[config.mk]
export PLATFORM = sky130hd
export DESIGN_NAME = sync_tlv_frame_parser_fletcher8_flat
export DESIGN_NICKNAME = d
export VERILOG_FILES = /design/src/design/tlvf_pkg.sv /design/src/design/tlvf_ifs.sv /design/src/design/tlvf_in_reg.sv /design/src/design/tlvf_core.sv /design/src/design/tlvf_out_reg.sv /design/src/design/sync_tlv_frame_parser_fletcher8.sv /design/src/flat_wrapper.sv
export SDC_FILE = /design/constraint.sdc
export NUM_CORES = 1
export LEC_CHECK = 0
export ABC_AREA = 1
export BUFFER_PORTS_ARGS = -buffer_cell sky130_fd_sc_hd__buf_2
export CAP_MARGIN = 20
export CORE_MARGIN = 8
export CORE_UTILIZATION = 50
export CTS_BUF_LIST = sky130_fd_sc_hd__clkbuf_8
export DETAILED_ROUTE_END_ITERATION = 6
export GPL_TIMING_DRIVEN = 1
export MAX_ROUTING_LAYER = met4
export PLACE_DENSITY = 0.65
export SYNTH_ARGS = -nofsm -noshare
export SYNTH_HDL_FRONTEND = slang
export SYNTH_SLANG_ARGS = --single-unit
[constraint.sdc]
create_clock -name clk -period 8.4 [get_ports clk]
set_input_delay 0.84 -clock clk [delete_from_list [all_inputs] [get_ports clk]]
set_output_delay 0.84 -clock clk [all_outputs]
set_load 0.01 [all_outputs]
[src/design/tlvf_pkg.sv]
package tlvf_pkg;

  localparam logic [7:0] SYNC_FIRST        = 8'h59;
  localparam logic [7:0] SYNC_SECOND       = 8'h53;
  localparam logic [8:0] HEADER_BYTES      = 9'd5;
  localparam logic [7:0] MAX_PAYLOAD_RESET = 8'd249;

  typedef enum logic [2:0] {
    ST_NONE       = 3'd0,
    ST_VALUE      = 3'd1,
    ST_GOOD       = 3'd2,
    ST_CHECK_BAD  = 3'd3,
    ST_TOO_LONG   = 3'd4,
    ST_STRUCT_BAD = 3'd5
  } status_t;

  typedef enum logic [1:0] {
    PH_ID    = 2'd0,
    PH_LEN   = 2'd1,
    PH_VALUE = 2'd2
  } phase_t;

  // input register contents handed to the parse core
  typedef struct packed {
    logic       valid;
    logic [7:0] rx_byte;
  } stage_t;

  typedef struct packed {
    status_t     status;
    logic [7:0]  data_byte;
    logic [7:0]  record_id;
    logic [7:0]  record_length;
    logic [7:0]  value_index;
    logic [15:0] frame_tag;
    logic [7:0]  frame_length;
  } result_t;

endpackage

[src/design/tlvf_ifs.sv]
interface tlvf_in_if;
  logic       valid;
  logic       ready;
  logic [7:0] rx_byte;

  modport source (output valid, output rx_byte, input ready);
  modport sink   (input valid, input rx_byte, output ready);
endinterface

interface tlvf_out_if;
  logic        valid;
  logic        ready;
  logic [2:0]  status;
  logic [7:0]  data_byte;
  logic [7:0]  record_id;
  logic [7:0]  record_length;
  logic [7:0]  value_index;
  logic [15:0] frame_tag;
  logic [7:0]  frame_length;

  modport source (output valid, output status, output data_byte, output record_id,
                  output record_length, output value_index, output frame_tag,
                  output frame_length, input ready);
  modport sink   (input valid, input status, input data_byte, input record_id,
                  input record_length, input value_index, input frame_tag,
                  input frame_length, output ready);
endinterface

[src/design/tlvf_in_reg.sv]
module tlvf_in_reg (
  input  logic             clk,
  input  logic             rst_n,
  tlvf_in_if.sink          in_ch,
  input  logic             advance,
  output tlvf_pkg::stage_t stage
);
  import tlvf_pkg::*;

  logic       valid_r, valid_nxt;
  logic [7:0] byte_r, byte_nxt;
  logic       take;

  assign in_ch.ready = !valid_r || advance;
  assign take        = in_ch.valid && in_ch.ready;

  always_comb begin
    valid_nxt = valid_r;
    byte_nxt  = byte_r;
    if (take) begin
      valid_nxt = 1'b1;
      byte_nxt  = in_ch.rx_byte;
    end else if (advance) begin
      valid_nxt = 1'b0;
    end
  end

  always_ff @(posedge clk) begin
    if (!rst_n) begin
      valid_r <= 1'b0;
    end else begin
      valid_r <= valid_nxt;
    end
  end

  always_ff @(posedge clk) begin
    byte_r <= byte_nxt;
  end

  assign stage.valid   = valid_r;
  assign stage.rx_byte = byte_r;

endmodule

[src/design/tlvf_core.sv]
module tlvf_core (
  input  logic              clk,
  input  logic              rst_n,
  input  logic              step,
  input  logic [7:0]        rx_byte,
  input  logic [7:0]        max_payload,
  output tlvf_pkg::result_t result
);
  import tlvf_pkg::*;

  logic [7:0]  last_byte_r, last_byte_nxt;
  logic [8:0]  bc_r, bc_nxt;
  logic [7:0]  plen_r, plen_nxt;
  logic [15:0] tag_r, tag_nxt;
  logic [7:0]  sa_r, sa_nxt;
  logic [7:0]  sb_r, sb_nxt;
  logic        fco_r, fco_nxt;
  phase_t      phase_r, phase_nxt;
  logic [7:0]  id_r, id_nxt;
  logic [7:0]  len_r, len_nxt;
  logic [7:0]  pos_r, pos_nxt;
  logic        sbad_r, sbad_nxt;

  logic       is_hunt, is_tag_lo, is_tag_hi, is_len, is_payload, is_check1;
  logic       too_long;
  logic [8:0] payload_end;
  logic [8:0] offset;
  logic [7:0] left, left_m1;
  logic [7:0] sa_add, sb_add;
  logic [7:0] pos_inc;

  // byte position decode
  always_comb begin
    payload_end = HEADER_BYTES + {1'b0, plen_r};
    offset      = bc_r - HEADER_BYTES;
    left        = plen_r - offset[7:0];
    left_m1     = left - 8'd1;
    is_hunt     = (bc_r == 9'd0);
    is_tag_lo   = (bc_r == 9'd2);
    is_tag_hi   = (bc_r == 9'd3);
    is_len      = (bc_r == 9'd4);
    is_payload  = (bc_r >= HEADER_BYTES) && (bc_r < payload_end);
    is_check1   = (bc_r == payload_end);
    too_long    = rx_byte > max_payload;
    sa_add      = sa_r + rx_byte;
    sb_add      = sb_r + sa_add;
    pos_inc     = pos_r + 8'd1;
  end

  // next state
  always_comb begin
    last_byte_nxt = last_byte_r;
    bc_nxt        = bc_r;
    plen_nxt      = plen_r;
    tag_nxt       = tag_r;
    sa_nxt        = sa_r;
    sb_nxt        = sb_r;
    fco_nxt       = fco_r;
    phase_nxt     = phase_r;
    id_nxt        = id_r;
    len_nxt       = len_r;
    pos_nxt       = pos_r;
    sbad_nxt      = sbad_r;
    if (step) begin
      if (is_hunt) begin
        last_byte_nxt = rx_byte;
        if (last_byte_r == SYNC_FIRST && rx_byte == SYNC_SECOND) begin
          bc_nxt    = 9'd2;
          sa_nxt    = 8'd0;
          sb_nxt    = 8'd0;
          fco_nxt   = 1'b0;
          phase_nxt = PH_ID;
          id_nxt    = 8'd0;
          len_nxt   = 8'd0;
          pos_nxt   = 8'd0;
          sbad_nxt  = 1'b0;
          tag_nxt   = 16'd0;
          plen_nxt  = 8'd0;
        end
      end else if (is_tag_lo) begin
        tag_nxt[7:0] = rx_byte;
        sa_nxt       = sa_add;
        sb_nxt       = sb_add;
        bc_nxt       = 9'd3;
      end else if (is_tag_hi) begin
        tag_nxt[15:8] = rx_byte;
        sa_nxt        = sa_add;
        sb_nxt        = sb_add;
        bc_nxt        = 9'd4;
      end else if (is_len) begin
        sa_nxt = sa_add;
        sb_nxt = sb_add;
        if (too_long) begin
          bc_nxt = 9'd0;
        end else begin
          plen_nxt = rx_byte;
          bc_nxt   = HEADER_BYTES;
        end
      end else if (is_payload) begin
        sa_nxt = sa_add;
        sb_nxt = sb_add;
        bc_nxt = bc_r + 9'd1;
        if (!sbad_r) begin
          case (phase_r)
            PH_ID: begin
              if (left < 8'd2) begin
                sbad_nxt = 1'b1;
              end else begin
                id_nxt    = rx_byte;
                phase_nxt = PH_LEN;
              end
            end
            PH_LEN: begin
              if (rx_byte > left_m1) begin
                sbad_nxt = 1'b1;
              end else begin
                len_nxt   = rx_byte;
                pos_nxt   = 8'd0;
                phase_nxt = (rx_byte == 8'd0) ? PH_ID : PH_VALUE;
              end
            end
            PH_VALUE: begin
              pos_nxt = pos_inc;
              if (pos_inc == len_r) begin
                phase_nxt = PH_ID;
              end
            end
            default: begin
              phase_nxt = PH_ID;
            end
          endcase
        end
      end else if (is_check1) begin
        fco_nxt = (rx_byte == sa_r);
        bc_nxt  = bc_r + 9'd1;
      end else begin
        bc_nxt = 9'd0;
      end
    end
  end

  // result for the byte in the input register
  always_comb begin
    result = '0;
    result.status = ST_NONE;
    if (is_hunt) begin
      result.status = ST_NONE;
    end else if (is_len) begin
      if (too_long) begin
        result.status       = ST_TOO_LONG;
        result.frame_tag    = tag_r;
        result.frame_length = rx_byte;
      end
    end else if (is_payload) begin
      if (!sbad_r && phase_r == PH_VALUE) begin
        result.status        = ST_VALUE;
        result.data_byte     = rx_byte;
        result.record_id     = id_r;
        result.record_length = len_r;
        result.value_index   = pos_r;
      end
    end else if (!is_tag_lo && !is_tag_hi && !is_check1) begin
      if (!(fco_r && rx_byte == sb_r)) begin
        result.status = ST_CHECK_BAD;
      end else if (sbad_r) begin
        result.status = ST_STRUCT_BAD;
      end else begin
        result.status = ST_GOOD;
      end
      result.frame_tag    = tag_r;
      result.frame_length = plen_r;
    end
  end

  always_ff @(posedge clk) begin
    if (!rst_n) begin
      last_byte_r <= 8'd0;
      bc_r        <= 9'd0;
      plen_r      <= 8'd0;
      tag_r       <= 16'd0;
      sa_r        <= 8'd0;
      sb_r        <= 8'd0;
      fco_r       <= 1'b0;
      phase_r     <= PH_ID;
      id_r        <= 8'd0;
      len_r       <= 8'd0;
      pos_r       <= 8'd0;
      sbad_r      <= 1'b0;
    end else begin
      last_byte_r <= last_byte_nxt;
      bc_r        <= bc_nxt;
      plen_r      <= plen_nxt;
      tag_r       <= tag_nxt;
      sa_r        <= sa_nxt;
      sb_r        <= sb_nxt;
      fco_r       <= fco_nxt;
      phase_r     <= phase_nxt;
      id_r        <= id_nxt;
      len_r       <= len_nxt;
      pos_r       <= pos_nxt;
      sbad_r      <= sbad_nxt;
    end
  end

endmodule

[src/design/tlvf_out_reg.sv]
module tlvf_out_reg (
  input  logic              clk,
  input  logic              rst_n,
  input  logic              load,
  input  tlvf_pkg::result_t result,
  output logic              advance,
  tlvf_out_if.source        out_ch
);
  import tlvf_pkg::*;

  logic    valid_r, valid_nxt;
  result_t res_r, res_nxt;

  assign advance = !valid_r || out_ch.ready;

  always_comb begin
    valid_nxt = valid_r;
    res_nxt   = res_r;
    if (load) begin
      valid_nxt = 1'b1;
      res_nxt   = result;
    end else if (out_ch.ready) begin
      valid_nxt = 1'b0;
    end
  end

  always_ff @(posedge clk) begin
    if (!rst_n) begin
      valid_r <= 1'b0;
    end else begin
      valid_r <= valid_nxt;
    end
  end

  always_ff @(posedge clk) begin
    res_r <= res_nxt;
  end

  assign out_ch.valid         = valid_r;
  assign out_ch.status        = res_r.status;
  assign out_ch.data_byte     = res_r.data_byte;
  assign out_ch.record_id     = res_r.record_id;
  assign out_ch.record_length = res_r.record_length;
  assign out_ch.value_index   = res_r.value_index;
  assign out_ch.frame_tag     = res_r.frame_tag;
  assign out_ch.frame_length  = res_r.frame_length;

endmodule

[src/design/sync_tlv_frame_parser_fletcher8.sv]
// Sync-framed TLV parser with 8-bit Fletcher check.
// in_ch  : one received word (rx_byte) per handshake, valid/ready.
// out_ch : exactly one result word per input word, in order: status plus
//          record value fields (status 1) or frame verdict fields (2..5).
// cfg_we/cfg_data : writes max_payload (reset 249); write only while idle.
// Throughput: one word per cycle while out_ch is ready. The parser state
//   update is a single pass of add/compare logic between the input register
//   and the output register, so a new word is taken each cycle unless stalled.
// Path: an accepted word waits in the input register, passes the parse core
//   and is registered in the output register, from which out_ch offers it.
// Stall: while out_ch is held off, the input register keeps one word and
//   in_ch.ready drops only once both registers are full; nothing is lost.
// Reset (rst_n low, synchronous): both registers empty, parser hunting for
//   the sync pair with cleared window and sums, max_payload back to 249.
module sync_tlv_frame_parser_fletcher8 (
  input  logic       clk,
  input  logic       rst_n,
  tlvf_in_if.sink    in_ch,
  tlvf_out_if.source out_ch,
  input  logic       cfg_we,
  input  logic [7:0] cfg_data
);
  import tlvf_pkg::*;

  logic [7:0] max_payload_r, max_payload_nxt;
  stage_t     stage;
  result_t    result;
  logic       advance;
  logic       step;

  // max_payload is sampled by the core only when the length word passes
  always_comb begin
    max_payload_nxt = cfg_we ? cfg_data : max_payload_r;
  end

  always_ff @(posedge clk) begin
    if (!rst_n) begin
      max_payload_r <= MAX_PAYLOAD_RESET;
    end else begin
      max_payload_r <= max_payload_nxt;
    end
  end

  // word moves from input register to output register
  assign step = stage.valid && advance;

  tlvf_in_reg u_in_reg (
    .clk     (clk),
    .rst_n   (rst_n),
    .in_ch   (in_ch),
    .advance (advance),
    .stage   (stage)
  );

  tlvf_core u_core (
    .clk         (clk),
    .rst_n       (rst_n),
    .step        (step),
    .rx_byte     (stage.rx_byte),
    .max_payload (max_payload_r),
    .result      (result)
  );

  tlvf_out_reg u_out_reg (
    .clk     (clk),
    .rst_n   (rst_n),
    .load    (step),
    .result  (result),
    .advance (advance),
    .out_ch  (out_ch)
  );

endmodule

[src/flat_wrapper.sv]
// flat-port wrapper written by rule: the top's interface ports become plain ports
module sync_tlv_frame_parser_fletcher8_flat import tlvf_pkg::*;
  (clk, rst_n, cfg_we, cfg_data, in_ch_valid, in_ch_rx_byte, in_ch_ready, out_ch_valid, out_ch_status, out_ch_data_byte, out_ch_record_id, out_ch_record_length, out_ch_value_index, out_ch_frame_tag, out_ch_frame_length, out_ch_ready);
  tlvf_in_if in_ch_i ();
  tlvf_out_if out_ch_i ();
  input  logic clk;
  input  logic rst_n;
  input  logic cfg_we;
  input  logic [7:0] cfg_data;
  input wire logic [$bits(in_ch_i.valid)-1:0] in_ch_valid;
  input wire logic [$bits(in_ch_i.rx_byte)-1:0] in_ch_rx_byte;
  output wire logic [$bits(in_ch_i.ready)-1:0] in_ch_ready;
  output wire logic [$bits(out_ch_i.valid)-1:0] out_ch_valid;
  output wire logic [$bits(out_ch_i.status)-1:0] out_ch_status;
  output wire logic [$bits(out_ch_i.data_byte)-1:0] out_ch_data_byte;
  output wire logic [$bits(out_ch_i.record_id)-1:0] out_ch_record_id;
  output wire logic [$bits(out_ch_i.record_length)-1:0] out_ch_record_length;
  output wire logic [$bits(out_ch_i.value_index)-1:0] out_ch_value_index;
  output wire logic [$bits(out_ch_i.frame_tag)-1:0] out_ch_frame_tag;
  output wire logic [$bits(out_ch_i.frame_length)-1:0] out_ch_frame_length;
  input wire logic [$bits(out_ch_i.ready)-1:0] out_ch_ready;
  assign in_ch_i.valid = in_ch_valid;
  assign in_ch_i.rx_byte = in_ch_rx_byte;
  assign in_ch_ready = in_ch_i.ready;
  assign out_ch_valid = out_ch_i.valid;
  assign out_ch_status = out_ch_i.status;
  assign out_ch_data_byte = out_ch_i.data_byte;
  assign out_ch_record_id = out_ch_i.record_id;
  assign out_ch_record_length = out_ch_i.record_length;
  assign out_ch_value_index = out_ch_i.value_index;
  assign out_ch_frame_tag = out_ch_i.frame_tag;
  assign out_ch_frame_length = out_ch_i.frame_length;
  assign out_ch_i.ready = out_ch_ready;
  sync_tlv_frame_parser_fletcher8 u_core (.clk(clk), .rst_n(rst_n), .in_ch(in_ch_i), .out_ch(out_ch_i), .cfg_we(cfg_we), .cfg_data(cfg_data));
endmodule
==> results of run 1 <==
## sequential cells by signal (all words and copies together) (netlist names), 3 cells and up
register and cells:
u_core.u_in_reg.byte_r 8, u_core.u_core.len_r 8, u_core.u_core.last_byte_r 8, u_core.u_core.tag_r 16, u_core.u_out_reg.out_ch.record_length 8, u_core.u_out_reg.out_ch.status 3
u_core.u_core.plen_r 8, u_core.u_core.pos_r 8, u_core.u_core.sb_r 8, u_core.u_out_reg.out_ch.frame_length 8, u_core.u_core.bc_r 9, u_core.u_out_reg.out_ch.frame_tag 16
u_core.u_core.id_r 8, u_core.u_out_reg.out_ch.data_byte 8, u_core.u_out_reg.out_ch.value_index 8, u_core.u_out_reg.out_ch.record_id 8, u_core.max_payload_r 8, u_core.u_core.sa_r 8
## worst max-delay path, stage by stage, from the launching register on
cell and delay (ps):
dfxtp_1 410, inv_1 150, ha_1 230, ha_1 220, fa_1 520, nor4_1 490
nand3_1 160, xnor2_1 150, ha_1 290, nand2_1 70, nor2_1 150, nand4_1 130
nand3_1 120, nand3_2 100, nor2_4 180, nand2_2 220, o21ai_1 180, nor2_1 50
## cells by family (layout without fill, tap and decap cells)
family	count (synthesis)	count (layout)	synth area share, %
AOI/OAI and AO/OA	183	183	11.0
and+or+nand+nor	508	508	25.4
xor gates and xnor gates	23	23	2.27
buffers and inverters	187	276	8.38
adders and majority gates	62	62	8.98
DFF	162	162	44.0
## synthesized netlist by cell type (3+ instances only)
| master | n | share of area (%) |
|---|---|---|
| o21ai_0 | 63 | 3.5 |
| nand2_1 | 208 | 8.8 |
| buf_2 | 4 | 0.23 |
| nand3b_1 | 4 | 0.34 |
| clkbuf_1 | 17 | 0.72 |
| inv_1 | 152 | 6.4 |
| nor2_1 | 173 | 7.3 |
| inv_2 | 6 | 0.25 |
| nor3_1 | 15 | 0.84 |
| fa_1 | 3 | 0.68 |
| nand3_1 | 52 | 2.9 |
| o31ai_1 | 3 | 0.25 |
| o22ai_1 | 10 | 0.70 |
| or2_2 | 4 | 0.28 |
| nand2_2 | 6 | 0.42 |
| nor2_4 | 7 | 0.89 |
| buf_6 | 4 | 0.51 |
| xor2_1 | 16 | 1.6 |
| nand4_1 | 17 | 1.2 |
| edfxtp_1 | 67 | 23 |
| xnor2_1 | 7 | 0.69 |
| a21oi_1 | 84 | 4.7 |
| o21ai_1 | 8 | 0.45 |
| nor4_1 | 4 | 0.28 |
| nand2_4 | 3 | 0.38 |
| nor2_2 | 6 | 0.42 |
| ha_1 | 59 | 8.3 |
| dfxtp_1 | 95 | 21 |
## cell type report
cell class | count | area share [%]
clock buffer | 17 | 2.37
clock inverter | 15 | 1.64
inverter | 158 | 6.00
multi-input combinational | 776 | 42.8
sequential | 162 | 39.6
tap | 225 | 2.85
timing repair buffer | 86 | 4.81
## stage by stage
stage,hold WS (ps),setup slack [ps]
global route,481,4150
global placement,442,4590
floorplan,425,4790
detailed placement,447,4490
CTS,461,4470
finish,458,4480
## where the power goes
| part | internal, mW | switching (mW) | leakage, nW |
|---|---|---|---|
| combinational | 0.0291 | 0.0563 | 2.62 |
| sequential | 0.836 | 0.0104 | 1.42 |
| clock | 0.223 | 0.345 | 0.194 |
## per-layer routing
| metal | global-route usage [%] | vias to the layer above |
|---|---|---|
| li1 | - | 3840 |
| met3 | 3.58 | 22 |
| met1 | 25.7 | 3431 |
| met4 | 6.26 | 0 |
| met5 | - | - |
| met2 | 31.9 | 203 |
## how the worst max path moves through the flow
stage | start | end | slack (ps) | cells past startpoint
finish | u_core.u_core.bc_r[0] | u_core.u_core.pos_r[7] | 4480 | 17
global route | u_core.u_core.bc_r[3] | u_core.u_core.len_r[3] | 4150 | 20
CTS | u_core.u_core.bc_r[0] | u_core.u_core.pos_r[7] | 4470 | 17
detailed placement | u_core.u_core.bc_r[0] | u_core.u_core.pos_r[7] | 4490 | 17
global placement | u_core.u_core.bc_r[0] | u_core.u_core.pos_r[4] | 4590 | 17
floorplan | out_ch_ready | u_core.u_core.tag_r[13] | 4790 | 10
==> impl_metrics.csv, run 1 <==
group,metric,value,unit
status,outcome,"completed",
clock_tree,tritoncts,"done",
placed_design,hpwl,15800,microns
floorplan,ios,82,
floorplan,fp-row-count,48,
synthesis,syn-num-nets,1208,
floorplan,core-area,17400,sq um
critical_path,required,8750,ps
layout,drive_gt1_share,13.3,%
layout,antenna_cells,0,
layout,final_common_cell,"nand2_1",
detailed_routing,routed-via-count,7496,
synthesis,ys.flop_type,"dfxtp_1",
critical_path,rr_endpoint,"u_core.u_core.pos_r[7]",
global_route,grt_max_degree,64,
worst_hold_path,hp-class,"flip-flop to flip-flop",
detailed_routing,drt-met1-wl,10200,microns
synthesis,synthCells,1125,
synthesis,async_flop_share,0,%
timing,period_share,46.7,%
clock_tree,cts_buffers,17,
pwr,ir_drop,123,uV
detailed_routing,wl_met2,10100,microns
timing,relSlewSlack,30.3,%
synthesis,synth_edf_count,67,
critical_path,r2r_setup_slack,4480,ps
timing,rsz0062_at_grt,"no",
layout,final_core_util,57.0,%
worst_hold_path,holdPathStages,2,
timing,finClkSkew,14.8,ps
placed_design,dp_cells,1405,
pwr,p_total,1.50,mW
critical_path,crit_fanout,13,
synthesis,synth_area_per_cell,7.90,sq um
critical_path,path_class,"flip-flop to flip-flop",
detailed_routing,wire_per_inst,15.1,microns
layout,final-seq-area,3910,sq um
placed_design,place.gp.congestion,0.896,
placed_design,port_buffers,81,
layout,stdcell_count,1439,
global_route,grt.overflow.total,0,
timing,drv_slew,0,
worst_hold_path,min_to,"u_core.u_core.tag_r[11]",
layout,area_delta_synth_final,11.3,%
global_route,antenna_found_initial,0,
clock_tree,cts_resized,0,
pwr,p_leak,4.23,nW
floorplan,initial_utilization,51.2,%
detailed_routing,firstDrtPassIters,5,
critical_path,timing.rr.start,"u_core.u_core.bc_r[0]",
clock_tree,cts_setup_buffers,0,
critical_path,reg2regPathDepth,17,
layout,nFillCells,1624,
clock_tree,root_buffer,"clkbuf_8",
detailed_routing,top_layer_used,"met4",
pwr,power_per_cell_area,152,nW/um^2
critical_path,start_kind,"flip-flop",
floorplan,die_x,149,microns
timing,max_slew.worst_pin.slew,1040,ps
critical_path,end_kind,"flip-flop",
synthesis,syn-cell-area,8890,sq um
global_route,grt_pass1_vias,6899,
floorplan,die_y,149,microns
detailed_routing,drc,0,
worst_hold_path,hp-start,"u_core.u_core.tag_r[11]",
global_route,track_usage,20.1,%
timing,fin_crit,3920,ps
timing,setup_viol,0,
layout,nets,1284,
synthesis,ys_seq_area_share,44.0,%
clock_tree,cts_sinks,162,
detailed_routing,vias_per_cell,5.21,
layout,layout_common_cells,"nand2_1, nor2_1, inv_1, dfxtp_1, a21oi_1",
timing,fmax,255,MHz
detailed_routing,dr_wl_met3,1160,microns
timing,hold_violations,0,
layout,multi_input_area,4230,sq um
global_route,grt_pass1_wl,34600,microns
floorplan,dieArea,22300,sq um
clock_tree,htreeDepth,4,
run,drv_cap,0,
synthesis,ys_ff_latch,162,
critical_path,crit_arrival,4270,ps
detailed_routing,antenna_left,0,
synthesis,yosys_warnings,0,
synthesis,ys_types,47,
clock_tree,hold_buffers,0,
detailed_routing,wirelength,21700,microns
clock_tree,insertion_delay,470,ps
clock_tree,clk_pin_slew_worst_paths,100,ps
clock_tree,cts_buffer_depth,2,
detailed_routing,drt_iter0_markers,535,
placed_design,placed_cell_area,9450,sq um
timing,tns,0,ps
layout,final_area,9890,sq um
Power figures use the tool's default switching activity.
==> inputs of run 2 (changes only) <==
--- a/config.mk
+++ b/config.mk
@@ -14,7 +14,7 @@
 export DETAILED_ROUTE_END_ITERATION = 6
 export GPL_TIMING_DRIVEN = 1
 export MAX_ROUTING_LAYER = met4
-export PLACE_DENSITY = 0.65
+export PLACE_DENSITY = 0.68
 export SYNTH_ARGS = -nofsm -noshare
 export SYNTH_HDL_FRONTEND = slang
 export SYNTH_SLANG_ARGS = --single-unit
==> constraint.sdc (replaced) <==
create_clock -name clk -period 3.6 [get_ports clk]
set_input_delay 0.36 -clock clk [delete_from_list [all_inputs] [get_ports clk]]
set_output_delay 0.36 -clock clk [all_outputs]
set_load 0.01 [all_outputs]
==> run 2 against run 1 <==
The run now ends with setup timing left; clock-buffer cell count unchanged; routed wire length grew 2.4%; via count rose by 2.8%; design area increased by 3.7%; critical endpoint is now u_core.u_core.phase_r[1]; largest cell class unchanged.
==> impl_metrics.csv, run 2 (same netlist as run 1, synthesis figures left out) <==
group,metric,value,unit
timing,setup_viol,1,
pwr,ir_drop,363,uV
detailed_routing,vias_per_cell,5.23,
placed_design,hpwl,16000,microns
run,drv_cap,0,
layout,drive_gt1_share,17.5,%
floorplan,dieArea,22300,sq um
layout,stdcell_count,1474,
global_route,grt_pass1_vias,7261,
global_route,grtUsageMet3,4.10,%
floorplan,die_y,149,microns
critical_path,path_class,"flip-flop to flip-flop",
layout,nets,1319,
timing,rsz0062_at_grt,"yes",
clock_tree,clk_pin_slew_worst_paths,100,ps
global_route,grt_busiest_layer,"met2",
global_route,grt_use_met2,32.3,%
timing,period_share,100,%
worst_hold_path,holdPathStages,1,
timing,fin_crit,3600,ps
global_route,grt_max_degree,63,
floorplan,core-area,17400,sq um
timing,hold_violations,0,
layout,final_common_cell,"nand2_1",
pwr,p_leak,4.40,nW
layout,antenna_cells,0,
detailed_routing,routed-via-count,7705,
status,violations,"setup timing",
timing,drv_slew,0,
detailed_routing,antenna_left,0,
critical_path,reg2regPathDepth,22,
critical_path,timing.rr.start,"u_core.u_core.plen_r[1]",
floorplan,fp-row-count,48,
layout,area_delta_synth_final,15.4,%
placed_design,place.gp.congestion,0.890,
critical_path,critPathBufInv,4,
detailed_routing,wire_per_inst,15.1,microns
layout,layout_common_cells,"nand2_1, nor2_1, inv_1, dfxtp_1, a21oi_1",
clock_tree,htreeDepth,4,
placed_design,port_buffers,81,
clock_tree,tritoncts,"done",
global_route,grt_pass1_wl,35900,microns
global_route,antenna_found_initial,0,
critical_path,crit_arrival,4030,ps
critical_path,cp_common_cell,"nand2_1",
worst_hold_path,min_to,"u_core.u_in_reg.byte_r[7]",
placed_design,dp_cells,1437,
floorplan,die_x,149,microns
clock_tree,cts_sinks,162,
status,outcome,"finished with violations",
timing,max_slew.worst_pin.slew,950,ps
critical_path,path_cells,"inv_2, ha_4, inv_2, ha_4, fa_2, xor2_1, nor4_1, buf_4, nand3_4, xnor2_2, ha_1, a21o_1, nor2_1, nand2_1, nand3_2, nand3_2, nor2_4, buf_6, nand3_4, nand2_1, nand2_1, nor2_1",
critical_path,crit_slowest_cell,"fa_2",
detailed_routing,drt_iter0_markers,567,
timing,fin_ws,-3.17,ps
global_route,grt.overflow.total,0,
timing,tns,-3.17,ps
clock_tree,cts_buffers,17,
timing,relSlewSlack,36.6,%
timing,fmax,278,MHz
critical_path,cpPeakStageDelay,360,ps
global_route,track_usage,20.9,%
detailed_routing,firstDrtPassIters,5,
pwr,power_per_cell_area,342,nW/um^2
clock_tree,root_buffer,"clkbuf_8",
critical_path,crit_fanout,5,
critical_path,cpLargestDelayFamily,"simple AND/OR/NAND/NOR gates",
critical_path,r2r_setup_slack,-3,ps
critical_path,rr_endpoint,"u_core.u_core.phase_r[1]",
clock_tree,insertion_delay,490,ps
timing,finClkSkew,14.7,ps
critical_path,start_kind,"flip-flop",
detailed_routing,drc,0,
critical_path,end_kind,"flip-flop",
clock_tree,hold_buffers,0,
detailed_routing,wirelength,22200,microns
floorplan,initial_utilization,51.2,%
floorplan,ios,82,
worst_hold_path,hp-start,"in_ch_rx_byte[7]",
clock_tree,cts_buffer_depth,2,
global_route,grt_util_met1,26.6,%
worst_hold_path,hp-class,"input pin to flip-flop",
critical_path,required,4020,ps
-- run 2: through the flow --
| stage | power [mW] | cell area [sq um] | util, % | setup WS (ps) | hold WS (ps) |
|---|---|---|---|---|---|
| global placement | 2.21 | 9690 | 55.8 | 44.9 | 437 |
| detailed placement | 2.22 | 9690 | 55.8 | -14.5 | 444 |
| global route | 3.64 | 10300 | 59.1 | -177 | 27.3 |
| CTS | 3.54 | 10100 | 58.2 | 2.50 | 27.5 |
| finish | 3.51 | 10300 | 59.1 | -3.17 | 49.7 |
| floorplan | 2.14 | 8890 | - | 54.0 | 425 |
-- run 2: report_power, final --
part           internal (mW)  total, mW  leakage, nW  switching (mW)
registers               1.95       1.97         1.42          0.0244
clock network          0.522       1.34        0.199           0.816
logic                 0.0674      0.199         2.79           0.132
-- run 2: final cells by class --
cell class	instances	area (sq um)
clock buffer	17	234
clock inverter	15	164
fill	1536	7100
inverter	158	597
multi-input combinational	777	4360
sequential	162	3920
tap	225	282
timing repair buffer	120	702
-- run 2: repair_timing --
action,CTS,global route
gates resized for setup,2,33
endpoints found under the setup margin,8,30
setup buffers,0,4
cloned,0,1
pin swaps,0,25
-- run 2: how the worst max path moves through the flow --
stage                            start                        to  slack, ps  depth (start not counted)
2_1_floorplan    u_core.u_core.bc_r[0]    u_core.u_core.pos_r[1]         50                         18
3_3_place_gp   u_core.u_core.plen_r[1]    u_core.u_core.len_r[4]         40                         20
3_5_place_dp   u_core.u_core.plen_r[1]    u_core.u_core.len_r[4]        -10                         21
4_1_cts        u_core.u_core.plen_r[1]  u_core.u_core.phase_r[1]          2                         22
5_1_grt        u_core.u_core.plen_r[1]  u_core.u_core.phase_r[0]       -180                         25
6_report       u_core.u_core.plen_r[1]  u_core.u_core.phase_r[1]         -3                         22
-- run 2: per-layer routing --
metal / part of all wire (%) / routed length, microns
met5: 0 / 0
met4: 2.6 / 568
met3: 5.9 / 1320
met2: 45 / 10000
met1: 46 / 10300
==> inputs of run 3 (changes only) <==
--- a/config.mk
+++ b/config.mk
@@ -5,16 +5,17 @@
 export SDC_FILE = /design/constraint.sdc
 export NUM_CORES = 1
 export LEC_CHECK = 0
-export ABC_AREA = 1
 export BUFFER_PORTS_ARGS = -buffer_cell sky130_fd_sc_hd__buf_2
 export CAP_MARGIN = 20
+export CELL_PAD_IN_SITES_DETAIL_PLACEMENT = 1
+export CELL_PAD_IN_SITES_GLOBAL_PLACEMENT = 1
 export CORE_MARGIN = 8
-export CORE_UTILIZATION = 50
+export CORE_UTILIZATION = 44
 export CTS_BUF_LIST = sky130_fd_sc_hd__clkbuf_8
 export DETAILED_ROUTE_END_ITERATION = 6
 export GPL_TIMING_DRIVEN = 1
 export MAX_ROUTING_LAYER = met4
-export PLACE_DENSITY = 0.68
+export PLACE_DENSITY = 0.75
 export SYNTH_ARGS = -nofsm -noshare
 export SYNTH_HDL_FRONTEND = slang
 export SYNTH_SLANG_ARGS = --single-unit
==> run 3 against run 2 <==
The run still ends with setup timing left; utilization decreased by 5.4 points; sequential power about the same; sequential share of layout area is 0.17 points lower; synthesized cell count is 24% lower; global-route usage hardly changed; fmax is 8.7% lower; power rose by 7.0%; clock power increased by 18%; design area grew 0.51%; via count fell by 10%; critical endpoint is now u_core.u_core.pos_r[4]; largest power group unchanged.
==> impl_metrics.csv, run 3 <==
group,metric,value,unit
global_route,grt_max_degree,42,
clock_tree,root_buffer,"clkbuf_8",
placed_design,hpwl,17400,microns
detailed_routing,firstDrtPassIters,4,
floorplan,fp-row-count,51,
synthesis,synth_edf_count,67,
pwr,ir_drop,232,uV
global_route,grt_use_met2,34.9,%
synthesis,ys_ff_latch,162,
timing,fin_crit,3950,ps
global_route,grt_pass1_vias,7216,
critical_path,path_class,"flip-flop to flip-flop",
clock_tree,tritoncts,"done",
timing,drv_slew,0,
layout,nets,1083,
global_route,grt_busiest_layer,"met2",
global_route,grt_util_met1,24.9,%
synthesis,async_flop_share,0,%
timing,relSlewSlack,35.7,%
detailed_routing,routed-via-count,6920,
synthesis,syn-num-nets,943,
timing,hold_violations,0,
synthesis,netlist.area_leader.share,23.7,%
worst_hold_path,hp-class,"input pin to flip-flop",
critical_path,reg2regPathDepth,19,
clock_tree,cts_buffers,17,
clock_tree,cts_sinks,162,
clock_tree,cts_buffer_depth,2,
timing,fin_ws,-348,ps
layout,area_delta_synth_final,21.2,%
critical_path,crit_fanout,6,
run,drv_cap,0,
clock_tree,htreeDepth,4,
worst_hold_path,holdPathStages,1,
global_route,antenna_found_initial,0,
floorplan,die_y,155,microns
synthesis,ys_seq_area_share,46.0,%
layout,antenna_cells,0,
critical_path,crit_arrival,4350,ps
floorplan,initial_utilization,44.3,%
layout,layout_common_cells,"dfxtp_1, buf_2, nand2_1, nor2_1, edfxtp_1",
clock_tree,insertion_delay,480,ps
global_route,grt.overflow.total,0,
global_route,grt_pass1_wl,38400,microns
floorplan,die_x,155,microns
floorplan,dieArea,24000,sq um
timing,worst_hold_slack,48.4,ps
detailed_routing,antenna_left,0,
critical_path,end_kind,"flip-flop",
synthesis,synth_most_common_cell,"dfxtp_1",
status,violations,"setup timing",
detailed_routing,wire_per_inst,18.7,microns
critical_path,start_kind,"flip-flop",
clock_tree,clk_pin_slew_worst_paths,100,ps
layout,final_core_util,53.7,%
global_route,grtUsageMet3,3.88,%
floorplan,core-area,19200,sq um
synthesis,synthCells,860,
critical_path,required,4000,ps
timing,fmax,253,MHz
detailed_routing,drt_iter0_markers,330,
timing,period_share,110,%
synthesis,yosys-top-cells-area,"edfxtp_1, dfxtp_1, ha_1",
synthesis,synthTopCellsByCount,"dfxtp_1, nand2_1, nor2_1",
synthesis,synth_area_per_cell,9.89,sq um
timing,finClkSkew,12.8,ps
detailed_routing,wirelength,24000,microns
timing,rsz0062_at_grt,"yes",
timing,tns,-5200,ps
floorplan,ios,82,
placed_design,place.gp.congestion,0.912,
synthesis,syn-cell-area,8510,sq um
timing,setup_viol,19,
layout,final_common_cell,"dfxtp_1",
critical_path,r2r_setup_slack,-350,ps
synthesis,ys.flop_type,"dfxtp_1",
placed_design,port_buffers,81,
layout,drive_gt1_share,23.1,%
status,outcome,"finished with violations",
synthesis,yosys_warnings,0,
pwr,p_leak,4.34,nW
synthesis,synth_top_area_cell,"edfxtp_1",
detailed_routing,drc,0,
global_route,track_usage,20.8,%
synthesis,ys_types,64,
timing,max_slew.worst_pin.slew,963,ps
pwr,power_per_cell_area,365,nW/um^2
detailed_routing,vias_per_cell,5.41,
-- run 3: cell types whose count changed after synthesis, sizes merged, moves of 23 or more --
cell   change
and2      +60
nand2    -135
mux2i     +50
nor2     -109
nand3     -28
inv      -123
a21oi     -44
xnor2     +23
o21ai     -32
-- run 3: routing by layer --
| metal | up-vias | part of all wire [%] |
|---|---|---|
| met5 | - | 0 |
| met4 | 0 | 1.6 |
| met3 | 35 | 4.3 |
| met2 | 148 | 49 |
| met1 | 3401 | 45 |
| li1 | 3336 | - |
-- run 3: per-stage QoR --
stage | setup WS (ps) | power (mW) | std cells | area, sq um
after floorplan | 9.04 | 2.12 | 860 | 8550
after global placement | -291 | 2.20 | 1235 | 9600
after detailed placement | -473 | 2.22 | 1235 | 9600
after CTS | -285 | 3.78 | 1273 | 10200
after global routing | -545 | 3.88 | 1278 | 10300
final | -348 | 3.76 | 1278 | 10300
-- run 3: power by group --
part	internal (mW)	switching, mW	total [mW]
Combinational	0.0762	0.133	0.209
Clock	0.800	0.782	1.58
Sequential	1.95	0.0204	1.97
Total	2.82	0.935	3.76
-- run 3: timing repair --
action | in CTS | in global routing
buffers inserted | 6 | 5
pin swaps | 15 | 8
resized for setup | 20 | 15
hold buffers | 0 | 0
endpoints found under the setup margin | 19 | 24
-- run 3: kinds of logic after synthesis --
logic type	Yosys count	synth area share (%)
AND/OR/NAND/NOR	319	18.8
flip-flops	162	46.0
AO/OA/AOI/OAI	149	11.4
buffers and inverters	63	2.85
adder cells (fa/ha/maj)	62	9.39
XOR/XNOR	55	5.66
multiplexers	50	5.88
-- run 3: worst paths after layout --
check                                from                         to
setup / recovery  u_core.u_core.plen_r[1]     u_core.u_core.pos_r[4]
hold / removal           in_ch_rx_byte[4]  u_core.u_in_reg.byte_r[4]
setup reg to reg  u_core.u_core.plen_r[1]     u_core.u_core.pos_r[4]
hold reg to reg     u_core.u_core.id_r[2]      u_core.u_core.id_r[2]
-- run 3: layout make-up --
| cell class | count | area (sq um) |
|---|---|---|
| Timing Repair Buffer | 149 | 932 |
| Multi-Input combinational cell | 635 | 4530 |
| Fill cell | 2159 | 8900 |
| Tap cell | 265 | 332 |
| Clock buffer | 18 | 248 |
| Sequential cell | 162 | 3920 |
| Inverter | 35 | 134 |
| Clock inverter | 14 | 211 |
-- run 3: worst max-delay path, cell delays in order (launching register included) --
cell      delay (ps)
dfxtp_2          350
inv_2             50
ha_4             260
inv_4             30
ha_4             150
fa_2             350
a211o_1          310
a311oi_2         270
o21ai_1          130
nor2b_2          180
xor2_1           170
ha_1             330
nand4_1          140
buf_4            170
a21oi_4          130
o211ai_1         120
buf_4            180
a41oi_4          330
o21ai_1          130
o31ai_1           70
